[src/rtl/apgs_ram.sv]
module apgs_ram #(
  parameter int WIDTH = 8,
  parameter int DEPTH = 256
) (
  input  logic                     clk,
  input  logic                     we,
  input  logic [$clog2(DEPTH)-1:0] waddr,
  input  logic [WIDTH-1:0]         wdata,
  input  logic                     re,
  input  logic [$clog2(DEPTH)-1:0] raddr,
  output logic [WIDTH-1:0]         rdata
);

  logic [WIDTH-1:0] mem_r [DEPTH];
  logic [WIDTH-1:0] rdata_r;

  always_ff @(posedge clk) begin
    if (we) begin
      mem_r[waddr] <= wdata;
    end
    if (re) begin
      rdata_r <= mem_r[raddr];
    end
  end

  assign rdata = rdata_r;

endmodule

[config.mk]
export PLATFORM = sky130hd
export DESIGN_NAME = apgs_ram
export DESIGN_NICKNAME = d
export VERILOG_FILES = /design/src/rtl/apgs_ram.sv
export SDC_FILE = /design/constraint.sdc
export NUM_CORES = 2
export LEC_CHECK = 0
export ABC_CLOCK_PERIOD_IN_PS = 5700
export BUFFER_PORTS_ARGS = -buffer_cell sky130_fd_sc_hd__buf_2
export CORE_MARGIN = 3
export CORE_UTILIZATION = 45
export DETAILED_ROUTE_END_ITERATION = 16
export PLACE_DENSITY = 0.65
export SETUP_SLACK_MARGIN = 0.5
export SLEW_MARGIN = 15
export SYNTH_ARGS = -nofsm -noshare
export SYNTH_HDL_FRONTEND = slang
export SYNTH_SLANG_ARGS = --single-unit
[constraint.sdc]
create_clock -name clk -period 5.7 [get_ports clk]
set_clock_uncertainty 0.15 [all_clocks]
set_input_delay 1.71 -clock clk [delete_from_list [all_inputs] [get_ports clk]]
set_output_delay 1.71 -clock clk [all_outputs]
set_load 0.01 [all_outputs]
# Word level (Yosys, flattened, before mapping)
# Memory sizes are Yosys's and may differ from the RTL's. A register that Yosys moved wholly into a read port is not among the register bits.
# Cells that the tools add are included.
op_classes:
  muxes: 2
ops:
  columns: ["cell", "n"]
  rows:
  - ["$mux W1", 2]
totals:
  wordCells: 3
  mem_bits_rw: 2048
  output_inout_bits: 8
  regBits: 0
  n_memories: 1
  in_bits: 27
mem_list:
  columns: ["memory", "depth", "width", "rd", "rd_ports_with_merged_regs", "write_ports", "line_no", "text"]
  rows:
  - ["mem_r", 256, 8, 1, 1, 1, "14", "logic [WIDTH-1:0] mem_r [DEPTH];"]

# Depth between registers and ports, before layout
logic_depth:
  depth_word: 2
  ltp_mapped: 11
  depth_no_buf: 6

# Worst setup path after synthesis
# Ideal clock, no wire load.
synth_timing:
  path_kind: "input-to-reg"
  startpoint: "in raddr[0]"
  endpoint: "reg rdata_r[2] (netlist: rdata[2]), read port of mem_r (data pin)"
  setup_ps: 269
  arrival_time_ps: 3517
  stages: 9
  path_slack_ps: 1764
  required_time_ps: 5281
  path_buffers: 4
  cell_sequence: "buf_6 -> buf_12 -> buf_8 -> buf_2 -> mux4_2 -> a22oi_1 -> a21oi_1 -> nor4_1 -> nor4_2"
synth_lines:
  columns: ["item", "line_no", "text"]
  rows:
  - ["start: declaration", "10", "input logic [$clog2(DEPTH)-1:0] raddr,"]
  - ["end: declaration", "15", "logic [WIDTH-1:0] rdata_r;"]

==> results.md <==
- Synthesized cell area: between 0.07 and 0.08 mm²
- Register area: about 0.062 mm²
- Placed insts: 6,014
- Area contributors post-synth: edfxtp_1, mux4_2, mux2i_1
- Routed wire per std cell: 30.4 µm
- Seq cells post-synth: around 2,100
- Top FF cell, synth: edfxtp_1
- Grt ovf: 0
- DP Area: approximately 0.083 mm²
- Slew margin rel.: 0.217
- CP max stage delay: 0.68 ns
- Final worst path period share: 0.824
- Synth cell types: 54
- Core Region: 0.175 mm²
- Fin util: 0.510
- Req. time, crit path: 6.09 ns
- Register area share after synthesis: 0.775
- Gate Count Post-Synth: 3,733
- Final Hold Violating Endpoints: 0
- CP cell instances: buf_8, buf_12, buf_12, mux4_2, a22o_1, a221oi_1, o32ai_1, nor3_1, nor4_1
- Final setup fails: 0
- Least-Margin Pin Slew: 1.16 ns
- GRT met3 Usage: 0.0468
- Final-layout fill cell count: 13,700
- Final min period: 4.70 ns
- Crit. path cell count: 9
- Most used cell along the critical path: buf_12
- Layout Nets: 3,914
- Antenna Nets Post-Route: 0
- Leading area contributor after synthesis: edfxtp_1
- Top cell family by delay on the critical path: compound AO/OA/AOI/OAI gates
- Status: finished clean
- Synth top area share: 0.775
- Clock H-tree levels: 4
- VDD IR-drop max: 0.000335 V
- Met1 usage: 0.309
- Critical path type: in2reg
- Sink Count: 2,056
- Latest clock arrival within the worst-skew pair: around 0.84 ns
- Critical Path Source Type: primary input
- Hold Path Depth: 5
- CP arrival: ~5.1 ns
- I/O Buffers: 34
- Cells on worst reg2reg path: 6
- Syn Nets: 3,760
- Vias in the first global route: between 30,000 and 40,000
- CP bufs+invs: 3
- Gr busiest metal: met2
- Via count: 38,900
- Die X: 427 µm
- DRC Markers: 0
- Commonest non-fill, non-tap cell in the layout: edfxtp_1
- Die Y: 427 µm
- Met2 GRT Util: 0.331
- CTS tree: done
- First drt pass iteration count: 5
- Root buffer cell: clkbuf_16
- EDFF count, synth: between 2,000 and 2,500
- RSZ-0062 raised after global routing: no
- First-pass GRT wire length: 281,000 µm
- Max Fclk: 213 MHz
- DP HPWL: roughly 120,000 µm
- Worst-path fanout max: 25
- CTS max path bufs: 3
- CP max stage cell: nor3_1
- Total CTS buffers: 196
- Leak Pwr: 27.4 nW
- Largest net degree at the start of global routing: 125
- Die ar.: 0.182 mm²
- Hold Crit Class: reg2reg
- Starting DRT DRC Count: 5,177
- Initial antenna violation count: 12
- Async SR Flop Fraction: 0
- Footprint of the multi-input gates: ~0.016 mm²
- Vias per cell: 6.09
- Layout cells sized above 1: 0.229
- Final std cells w/o fill: between 6,000 and 7,000
- GRT Total Usage: 0.214
- Nature of the critical path endpoint: flop
- Clk slew on worst S/H paths: 0.06 ns
- # IOs: 35
- Post-cts sizing count: 0
- Gpl congestion: between 0.8 and 0.9
- Setup tns final: 0 ns
- Avg Inst Size Synth: approximately 21 µm²
- Max Slew Vio Count: 0
- Setup bufs post-CTS: 0
- P&R area growth vs syn: 12.0%
- Post-route design area: between 0.08 and 0.09 mm²
- FP Rows: approximately 150
- Most frequent cells in the layout: edfxtp_1, mux4_2, nor2_1
- PwrDens: about 350 mW/mm²
- Final WL: 194,000 µm
- Initial Util: 0.455
- Yosys Warn Count: 0
- Max_cap viols: 0
- # hold bufs at CTS: 0
[cell type report]
cell class | instances | share of cell area
antenna | 8 | 0.000224
clock buffer | 241 | 0.0573
clock inverter | 122 | 0.0129
inverter | 2 | 0.0000841
multi-input combinational | 1442 | 0.185
sequential | 2056 | 0.692
tap | 2325 | 0.0326
timing repair buffer | 189 | 0.0200
[power by group]
| group | switching [W] | internal [W] |
|---|---|---|
| sequential | 0.0000161 | 0.0167 |
| combinational | 0.000987 | 0.000528 |
| clock | 0.00559 | 0.00717 |
| total | 0.00659 | 0.0244 |
[worst paths after layout]
kind / slack, ns / endpoint / from
min: 1.00 / rdata[5] / mem_r[52][5]
min reg2reg: 1.00 / rdata[5] / mem_r[52][5]
max reg2reg: 2.46 / rdata[5] / mem_r[209][5]
max: 1.00 / rdata[5] / raddr[0]
[synth_stat cells, drive strengths merged, types with 6 or more instances]
library cell	instances
a211oi	16
a21oi	96
a221oi	14
a22o	8
a22oi	133
and2	6
buf	122
clkbuf	111
edfxtp	2056
mux2i	134
mux4	456
nand2	33
nand2b	8
nand3	34
nand4	10
nor2	282
nor2b	31
nor3	22
nor4	27
o211ai	10
o21ai	12
o221ai	47
o22ai	28
[layer usage]
layer / wire (µm) / share of wire / up-vias
li1: - / - / 16000
met1: 79300 / 0.41 / 20700
met2: 92400 / 0.48 / 1830
met3: 17100 / 0.088 / 276
met4: 5070 / 0.026 / 2
met5: 13 / 0.000067 / -
[flip-flops by register name, indices dropped and copies added, names as in the netlist]
name   count
mem_r   2048
rdata      8
[worst register-to-register path: stages (launching register included)]
cell      delay [ns]
edfxtp_1        0.37
mux4_2          0.47
a22o_1          0.25
a221oi_1        0.59
o32ai_1         0.29
nor3_1          0.68
nor4_1          0.13
[stage by stage]
step	total power (W)	hold slack (ns)	worst slack, ns
after global placement	0.0185	0.999	0.00834
final	0.0310	1.00	1.00
after detailed placement	0.0185	0.973	0.130
after CTS	0.0311	0.975	1.03
after floorplan	0.0178	0.714	1.76
after global routing	0.0318	1.04	0.927
[cell families (layout without fill, tap and decap cells)]
logic type | Yosys count | count (layout) | synth area share
compound gates | 385 | 385 | 0.0342
buf+inv | 235 | 554 | 0.0183
flops | 2056 | 2056 | 0.775
simple gates | 466 | 466 | 0.0263
other cells | 0 | 8 | 0
mux | 591 | 591 | 0.146
Power figures use the tool's default switching activity.
